File: src/rtl/bc4_pkg.sv
// bc4_pkg: shared types, constants and palette helpers for the bc4 block encoder
// used by every module of the encoder pipeline; no dependencies
`default_nettype none

package bc4_pkg;

  localparam int PixelsPerBlock = 16;
  localparam int IndexBits      = 3;
  localparam int PaletteSize    = 8;
  localparam int ErrorWidth     = 20;
  localparam int SqWidth        = 16;

  // reciprocals for floor division by 7 and by 5, exact for sums up to 7 * 255
  localparam int           RecipShift = 16;
  localparam logic [13:0]  Div7Mul    = 14'd9363;
  localparam logic [13:0]  Div5Mul    = 14'd13108;
  localparam logic [7:0]   FixedLow   = 8'h00;
  localparam logic [7:0]   FixedHigh  = 8'hFF;

  typedef logic [PaletteSize-1:0][7:0]         palette_t;
  typedef logic [PaletteSize-1:0][SqWidth-1:0] err_vec_t;

  // position of an item within its block
  typedef struct packed {
    logic first;
    logic last;
  } pix_ctl_t;

  // stage 1 payload: endpoints in force for this pixel
  typedef struct packed {
    logic [15:0] endpoints;
    logic [7:0]  pixel;
    pix_ctl_t    ctl;
  } in_stage_t;

  // stage 2 payload: palette built from the endpoints
  typedef struct packed {
    logic [15:0] endpoints;
    logic [7:0]  pixel;
    palette_t    palette;
    pix_ctl_t    ctl;
  } pal_stage_t;

  // stage 3 payload: squared error against every palette entry
  typedef struct packed {
    logic [15:0] endpoints;
    err_vec_t    errors;
    pix_ctl_t    ctl;
  } err_stage_t;

  function automatic logic [7:0] div7(input logic [10:0] x);
    logic [24:0] prod;
    prod = 25'(x) * 25'(Div7Mul);
    return prod[RecipShift+7:RecipShift];
  endfunction

  function automatic logic [7:0] div5(input logic [10:0] x);
    logic [24:0] prod;
    prod = 25'(x) * 25'(Div5Mul);
    return prod[RecipShift+7:RecipShift];
  endfunction

  function automatic palette_t build_palette(input logic [7:0] e0, input logic [7:0] e1);
    palette_t    p;
    logic [10:0] s;
    p    = '0;
    p[0] = e0;
    p[1] = e1;
    if (e0 > e1) begin
      for (int k = 1; k <= 6; k++) begin
        s = 11'(7 - k) * {3'b000, e0} + 11'(k) * {3'b000, e1};
        p[k+1] = div7(s);
      end
    end else begin
      for (int k = 1; k <= 4; k++) begin
        s = 11'(5 - k) * {3'b000, e0} + 11'(k) * {3'b000, e1};
        p[k+1] = div5(s);
      end
      p[6] = FixedLow;
      p[7] = FixedHigh;
    end
    return p;
  endfunction

endpackage

`default_nettype wire

File: src/rtl/bc4_input_stage.sv
// bc4_input_stage: pixel position counter, endpoint latch and input register
// depends on bc4_pkg
`default_nettype none

module bc4_input_stage (
  input  wire logic                 clk,
  input  wire logic                 rst,
  input  wire logic                 in_valid,
  input  wire logic [15:0]          in_endpoints,
  input  wire logic [7:0]           in_pixel,
  input  wire logic                 en,
  output logic                      out_valid,
  output bc4_pkg::in_stage_t        out_data
);

  logic [3:0]  pixel_count;
  logic [15:0] latched_endpoints;
  logic        first_pixel;
  logic        accept;

  assign first_pixel = (pixel_count == 4'd0);
  assign accept      = in_valid && en;

  // position counter and endpoint latch, taken on the first pixel of a block
  always_ff @(posedge clk) begin
    if (rst) begin
      pixel_count       <= 4'd0;
      latched_endpoints <= 16'd0;
    end else if (accept) begin
      pixel_count <= pixel_count + 4'd1;
      if (first_pixel) begin
        latched_endpoints <= in_endpoints;
      end
    end
  end

  // stage valid
  always_ff @(posedge clk) begin
    if (rst) begin
      out_valid <= 1'b0;
    end else if (en) begin
      out_valid <= in_valid;
    end
  end

  // stage payload
  always_ff @(posedge clk) begin
    if (en) begin
      out_data.endpoints <= first_pixel ? in_endpoints : latched_endpoints;
      out_data.pixel     <= in_pixel;
      out_data.ctl.first <= first_pixel;
      out_data.ctl.last  <= (pixel_count == 4'(bc4_pkg::PixelsPerBlock - 1));
    end
  end

endmodule

`default_nettype wire

File: src/rtl/bc4_palette_stage.sv
// bc4_palette_stage: builds the eight-entry palette from the block endpoints
// depends on bc4_pkg
`default_nettype none

module bc4_palette_stage (
  input  wire logic                 clk,
  input  wire logic                 rst,
  input  wire logic                 in_valid,
  input  wire bc4_pkg::in_stage_t   in_data,
  input  wire logic                 en,
  output logic                      out_valid,
  output bc4_pkg::pal_stage_t       out_data
);

  // stage valid
  always_ff @(posedge clk) begin
    if (rst) begin
      out_valid <= 1'b0;
    end else if (en) begin
      out_valid <= in_valid;
    end
  end

  // palette from endpoint0 (low byte) and endpoint1 (high byte)
  always_ff @(posedge clk) begin
    if (en) begin
      out_data.endpoints <= in_data.endpoints;
      out_data.pixel     <= in_data.pixel;
      out_data.palette   <= bc4_pkg::build_palette(in_data.endpoints[7:0],
                                                   in_data.endpoints[15:8]);
      out_data.ctl       <= in_data.ctl;
    end
  end

endmodule

`default_nettype wire

File: src/rtl/bc4_error_stage.sv
// bc4_error_stage: squared error of the pixel against each palette entry
// depends on bc4_pkg
`default_nettype none

module bc4_error_stage (
  input  wire logic                 clk,
  input  wire logic                 rst,
  input  wire logic                 in_valid,
  input  wire bc4_pkg::pal_stage_t  in_data,
  input  wire logic                 en,
  output logic                      out_valid,
  output bc4_pkg::err_stage_t       out_data
);

  bc4_pkg::err_vec_t errors;

  // absolute difference squared, one lane per entry
  always_comb begin
    logic [7:0] diff;
    diff   = '0;
    errors = '0;
    for (int i = 0; i < bc4_pkg::PaletteSize; i++) begin
      diff = (in_data.pixel >= in_data.palette[i]) ? (in_data.pixel - in_data.palette[i])
                                                   : (in_data.palette[i] - in_data.pixel);
      errors[i] = {8'd0, diff} * {8'd0, diff};
    end
  end

  // stage valid
  always_ff @(posedge clk) begin
    if (rst) begin
      out_valid <= 1'b0;
    end else if (en) begin
      out_valid <= in_valid;
    end
  end

  // stage payload
  always_ff @(posedge clk) begin
    if (en) begin
      out_data.endpoints <= in_data.endpoints;
      out_data.errors    <= errors;
      out_data.ctl       <= in_data.ctl;
    end
  end

endmodule

`default_nettype wire

File: src/rtl/bc4_accumulate.sv
// bc4_accumulate: best-index pick, index and error accumulation, result register
// depends on bc4_pkg
`default_nettype none

module bc4_accumulate (
  input  wire logic                 clk,
  input  wire logic                 rst,
  input  wire logic                 in_valid,
  input  wire bc4_pkg::err_stage_t  in_data,
  output logic                      take,
  output logic                      res_valid,
  input  wire logic                 res_ready,
  output logic [63:0]               res_block_bits,
  output logic [19:0]               res_total_error
);

  localparam int IdxAccWidth = bc4_pkg::IndexBits * (bc4_pkg::PixelsPerBlock - 1);

  logic [IdxAccWidth-1:0]          index_accumulator;
  logic [bc4_pkg::ErrorWidth-1:0]  error_accumulator;
  logic [bc4_pkg::ErrorWidth-1:0]  error_sum;

  logic [3:0][bc4_pkg::SqWidth-1:0] l1_err;
  logic [3:0][0:0]                  l1_idx;
  logic [1:0][bc4_pkg::SqWidth-1:0] l2_err;
  logic [1:0][1:0]                  l2_idx;
  logic [bc4_pkg::SqWidth-1:0]      best_err;
  logic [2:0]                       best_idx;

  // argmin tree, the left (lower) index wins on a tie
  always_comb begin
    for (int j = 0; j < 4; j++) begin
      if (in_data.errors[2*j+1] < in_data.errors[2*j]) begin
        l1_err[j] = in_data.errors[2*j+1];
        l1_idx[j] = 1'b1;
      end else begin
        l1_err[j] = in_data.errors[2*j];
        l1_idx[j] = 1'b0;
      end
    end
    for (int j = 0; j < 2; j++) begin
      if (l1_err[2*j+1] < l1_err[2*j]) begin
        l2_err[j] = l1_err[2*j+1];
        l2_idx[j] = {1'b1, l1_idx[2*j+1]};
      end else begin
        l2_err[j] = l1_err[2*j];
        l2_idx[j] = {1'b0, l1_idx[2*j]};
      end
    end
    if (l2_err[1] < l2_err[0]) begin
      best_err = l2_err[1];
      best_idx = {1'b1, l2_idx[1]};
    end else begin
      best_err = l2_err[0];
      best_idx = {1'b0, l2_idx[0]};
    end
  end

  // running error, restarted on the first pixel of a block
  assign error_sum = (in_data.ctl.first ? '0 : error_accumulator)
                   + bc4_pkg::ErrorWidth'(best_err);

  // the last pixel waits only while the previous result is still held
  assign take = in_valid && !(in_data.ctl.last && res_valid && !res_ready);

  // accumulators: indices shift in from the top, pixel 0 ends in the low bits
  always_ff @(posedge clk) begin
    if (rst) begin
      index_accumulator <= '0;
      error_accumulator <= '0;
    end else if (take && !in_data.ctl.last) begin
      index_accumulator <= {best_idx, index_accumulator[IdxAccWidth-1:bc4_pkg::IndexBits]};
      error_accumulator <= error_sum;
    end
  end

  // result register
  always_ff @(posedge clk) begin
    if (rst) begin
      res_valid <= 1'b0;
    end else if (take && in_data.ctl.last) begin
      res_valid <= 1'b1;
    end else if (res_ready) begin
      res_valid <= 1'b0;
    end
  end

  always_ff @(posedge clk) begin
    if (take && in_data.ctl.last) begin
      res_block_bits  <= {best_idx, index_accumulator, in_data.endpoints};
      res_total_error <= error_sum;
    end
  end

endmodule

`default_nettype wire

File: src/rtl/bc4_block_index_encoder.sv
// bc4_block_index_encoder: top level of the bc4 (rgtc1) block index encoder
// depends on bc4_pkg and the four stage modules
//
//   channel   dir   handshake          payload
//   s_*       in    s_tvalid/s_tready  endpoint_zero, endpoint_one, pixel_value
//   m_*       out   m_tvalid/m_tready  block_bits, total_error
//
// one pixel item per cycle, sustained unless a held result stalls the pipeline; the first pixel of a block is the one
// after reset or after every sixteenth item
// a block's last pixel reaches its result through the input register,
// palette register, error register and result register
// reset clears the pixel position, the endpoint latch, the accumulators and
// the valid flags
// a held result stalls the sixteenth pixel of the next block and the items behind it;
// items before it keep flowing into the pipeline
`default_nettype none

module bc4_block_index_encoder (
  input  wire logic        clk,
  input  wire logic        rst,
  input  wire logic        s_tvalid,
  output logic             s_tready,
  input  wire logic [23:0] s_tdata,  // endpoint_zero [7:0], endpoint_one [15:8],
                                     // pixel_value [23:16]
  output logic             m_tvalid,
  input  wire logic        m_tready,
  output logic [87:0]      m_tdata   // block_bits [63:0], total_error [83:64],
                                     // zero [87:84]
);

  logic                 s1_valid, s2_valid, s3_valid;
  logic                 en1, en2, en3, take;
  bc4_pkg::in_stage_t   s1_data;
  bc4_pkg::pal_stage_t  s2_data;
  bc4_pkg::err_stage_t  s3_data;
  logic [63:0]          block_bits;
  logic [19:0]          total_error;

  // a stage loads when it is empty or its content moves on
  assign en3      = !s3_valid || take;
  assign en2      = !s2_valid || en3;
  assign en1      = !s1_valid || en2;
  assign s_tready = en1;

  bc4_input_stage u_input (
    .clk          (clk),
    .rst          (rst),
    .in_valid     (s_tvalid),
    .in_endpoints (s_tdata[15:0]),
    .in_pixel     (s_tdata[23:16]),
    .en           (en1),
    .out_valid    (s1_valid),
    .out_data     (s1_data)
  );

  bc4_palette_stage u_palette (
    .clk       (clk),
    .rst       (rst),
    .in_valid  (s1_valid),
    .in_data   (s1_data),
    .en        (en2),
    .out_valid (s2_valid),
    .out_data  (s2_data)
  );

  bc4_error_stage u_error (
    .clk       (clk),
    .rst       (rst),
    .in_valid  (s2_valid),
    .in_data   (s2_data),
    .en        (en3),
    .out_valid (s3_valid),
    .out_data  (s3_data)
  );

  bc4_accumulate u_accumulate (
    .clk             (clk),
    .rst             (rst),
    .in_valid        (s3_valid),
    .in_data         (s3_data),
    .take            (take),
    .res_valid       (m_tvalid),
    .res_ready       (m_tready),
    .res_block_bits  (block_bits),
    .res_total_error (total_error)
  );

  // output packing
  assign m_tdata = {4'd0, total_error, block_bits};

endmodule

`default_nettype wire

File: config.mk
export PLATFORM = sky130hd
export DESIGN_NAME = bc4_block_index_encoder
export DESIGN_NICKNAME = d
export VERILOG_FILES = /design/src/rtl/bc4_pkg.sv /design/src/rtl/bc4_input_stage.sv /design/src/rtl/bc4_palette_stage.sv /design/src/rtl/bc4_error_stage.sv /design/src/rtl/bc4_accumulate.sv /design/src/rtl/bc4_block_index_encoder.sv
export SDC_FILE = /design/constraint.sdc
export NUM_CORES = 2
export LEC_CHECK = 0
export BUFFER_PORTS_ARGS = -buffer_cell sky130_fd_sc_hd__buf_2
export CAP_MARGIN = 30
export CORE_MARGIN = 10
export CORE_UTILIZATION = 54
export DETAILED_ROUTE_END_ITERATION = 10
export PLACE_DENSITY = 0.8
export SYNTH_ARGS = -nofsm -noshare
export SYNTH_HDL_FRONTEND = slang
export SYNTH_SLANG_ARGS = --single-unit
File: constraint.sdc
create_clock -name clk -period 13.8 [get_ports clk]
set_clock_uncertainty 0.15 [all_clocks]
set_input_delay 2.07 -clock clk [delete_from_list [all_inputs] [get_ports clk]]
set_output_delay 2.07 -clock clk [all_outputs]
set_load 0.01 [all_outputs]
==> flow_metrics.env <==
export IMPL_status="complete, no violations"
export IMPL_nets=7858
export IMPL_placed_cells=7420
export IMPL_die_x_um=346.7
export IMPL_finalHoldViolations=0
export IMPL_yosysWarnings=0
export IMPL_hold_path_class="reg2reg"
export IMPL_finalNonFillerCells=7504
export IMPL_initial_core_util_pct=54.53
export IMPL_synthArstFlopShare_pct=0
export IMPL_portBuffers=113
export IMPL_cts_root_buf="clkbuf_16"
export IMPL_synth_edf_count=322
export IMPL_cp_max_fo=18
export IMPL_cts_buffers=44
export IMPL_worst_ep_arrival_time_ns=10.33
export IMPL_grt_overflow_total=0
export IMPL_tightest_slew_ns=1.075
export IMPL_rsz0062_at_grt="no"
export IMPL_crit_path_top_delay_cell="a211o_1"
export IMPL_chipHeight_um=346.7
export IMPL_clock_latency_ns=0.61
export IMPL_avgRoutedWirePerCell_um=17.35
export IMPL_critical_path_class="reg2reg"
export IMPL_cts_setup_buffers=0
export IMPL_maxCapViolCount=0
export IMPL_relSlewSlack_pct=27.82
export IMPL_setup_viol=0
export IMPL_clockBufferDepth=3
export IMPL_cts_sinks=411
export IMPL_cts_max_level=2
export IMPL_period_minus_slack_ns=10.16
export IMPL_layout_common_cells="ha_1, inv_1, fa_1, nor2_1, a21oi_1"
export IMPL_grt_max_degree=92
export IMPL_syn_area_per_cell_um2=9.699
export IMPL_layout_commonest_cell="ha_1"
export IMPL_firstDrtPassIters=6
export IMPL_slowest_delay_ns=0.77
export IMPL_cts_tree="done"
export IMPL_ys_seq_area_share_pct=19.86
export IMPL_drt_wl_total_um=130200
export IMPL_crit_required_ns=13.97
export IMPL_synth_area_um2=57640
export IMPL_first_global_vias=43190
export IMPL_ant_nets=0
export IMPL_io_pins=118
export IMPL_period_share_pct=73.60
export IMPL_fp_dieArea_um2=120200
export IMPL_drive_above_1_share_pct=6.609
export IMPL_synth_cells=5943
export IMPL_drtIter0Drc=2294
export IMPL_critPathLaunchType="register"
export IMPL_drcViolationCount=0
export IMPL_synth_main_ff_cell="edfxtp_1"
export IMPL_syn2layout_area_growth_pct=7.126
export IMPL_synth_seq_cells=411
export IMPL_grt_use_total_pct=21.51
export IMPL_maxSlewViolCount=0
export IMPL_dpl_hpwl_um=106800
export IMPL_cts_resized=0
export IMPL_fillers=8642
export IMPL_antenna_found_initial=1
export IMPL_vias=41850
export IMPL_rows=119
export IMPL_end_kind="register"
export IMPL_vias_per_cell=5.577
export IMPL_synth_distinct_cells=106
export IMPL_max_freq_mhz=98.46
export IMPL_cts_hold_buf=0
export IMPL_antenna_cells=0
export IMPL_fp_coreArea_um2=105700
export IMPL_final_setup_tns_ns=0
export IMPL_holdWs_ns=0.2674
export IMPL_place_gp_congestion=0.9012
export IMPL_grt_first_pass_wirelength_um=215500
export IMPL_clk_pin_slew_worst_paths_ns=0.06
## cells by family (layout without fill, tap and decap cells)
| kind of cell | after synthesis | in the layout | share of synthesized area (%) |
|---|---|---|---|
| compound gates | 941 | 941 | 10.69 |
| xor+xnor | 348 | 348 | 5.376 |
| fa+ha+maj | 1753 | 1753 | 44.20 |
| buf+inv | 1203 | 1368 | 7.940 |
| flops | 411 | 411 | 19.86 |
| mux | 156 | 156 | 2.885 |
| other cells | 1 | 6 | 0.006505 |
| simple gates | 1130 | 1130 | 9.045 |
## worst paths after layout
| path | start | to | slack, ns | depth (start not counted) |
|---|---|---|---|---|
| worst min register to register | u_error.out_data[134] | u_accumulate.res_block_bits[4] | 0.27 | 0 |
| worst max register to register | u_error.out_data[28] | u_accumulate.res_total_error[18] | 3.64 | 38 |
| worst min-delay path | u_error.out_data[134] | u_accumulate.res_block_bits[4] | 0.27 | 0 |
| worst max-delay path | u_error.out_data[28] | u_accumulate.res_total_error[18] | 3.64 | 38 |
## critical path: cells and delay by family, from the launching register on
family	cells	cell delay, ns
adder cells (fa/ha/maj)	4	1.23
multiplexers	4	1.19
AND/OR/NAND/NOR	13	2.45
buffers and inverters	2	0.30
XOR/XNOR	1	0.18
AO/OA/AOI/OAI	14	3.95
flip-flops	1	0.40
## synth_stat cells, types with 17 or more instances
master    instances  share of area [%]
ha_1           1281                 28
clkbuf_1         64               0.42
xor2_1          102                1.5
mux2i_1         104                1.8
dfxtp_1          89                3.1
xnor2_1         240                3.6
inv_1          1114                7.3
o31a_1           20               0.30
mux2_2           39               0.76
nand2b_1         39               0.42
o21ai_0         145                1.3
or2_2            56               0.61
nor2b_1          57               0.62
o211ai_1         28               0.36
nor3_1           78               0.68
o31ai_1          19               0.25
fa_1            472                 16
a31oi_1          18               0.20
and3_1           17               0.18
nor2_1          421                2.7
a21o_1           97                1.3
o21bai_1         70               0.91
nand3_1          62               0.54
a21oi_1         337                2.9
nand2_1         291                1.9
edfxtp_1        322                 17
a211oi_1         24               0.31
or3_1            26               0.28
o21a_1           44               0.57
## final cells by class
| cell class | count | area [um^2] | share of cell area (%) |
|---|---|---|---|
| clock buffer | 57 | 1221 | 1.978 |
| inverter | 1114 | 4187 | 6.780 |
| tap | 1391 | 1740 | 2.818 |
| clock inverter | 25 | 359.1 | 0.5815 |
| multi-input combinational | 4334 | 41700 | 67.52 |
| sequential | 411 | 11450 | 18.54 |
| timing repair buffer | 172 | 1099 | 1.779 |
## routing by layer
layer  wire length, um  GRT usage, %  vias to the layer above  share of wire, %
li1                  -             -                    20290                 -
met1             56380         27.25                    20370                43
met2             63110         38.09                      955                48
met3              6348         2.330                      226               4.9
met4              4388         6.875                        0               3.4
met5                 0             0                        -                 0
## per-stage QoR
stage,setup slack (ns),area (um^2),utilization [%]
floorplan,5.251,57660,-
global placement,3.510,60030,56.79
detailed placement,3.542,60120,56.87
CTS,3.485,61700,58.36
global route,2.780,61750,58.41
finish,3.643,61750,58.41
## registers in the layout, indices dropped and copies added, names as in the netlist
register	count
u_error.out_data	138
u_palette.out_data	74
u_accumulate.res_block_bits	64
u_accumulate.index_accumulator	45
u_input.out_data	26
u_accumulate.error_accumulator	20
u_accumulate.res_total_error	20
u_input.latched_endpoints	16
u_input.pixel_count	4
u_accumulate.res_valid	1
u_error.out_valid	1
u_input.out_valid	1
u_palette.out_valid	1
Power is left out: the tool's default activity adds up to more than one toggle a clock period on the data nets, which glitch-free logic cannot reach.
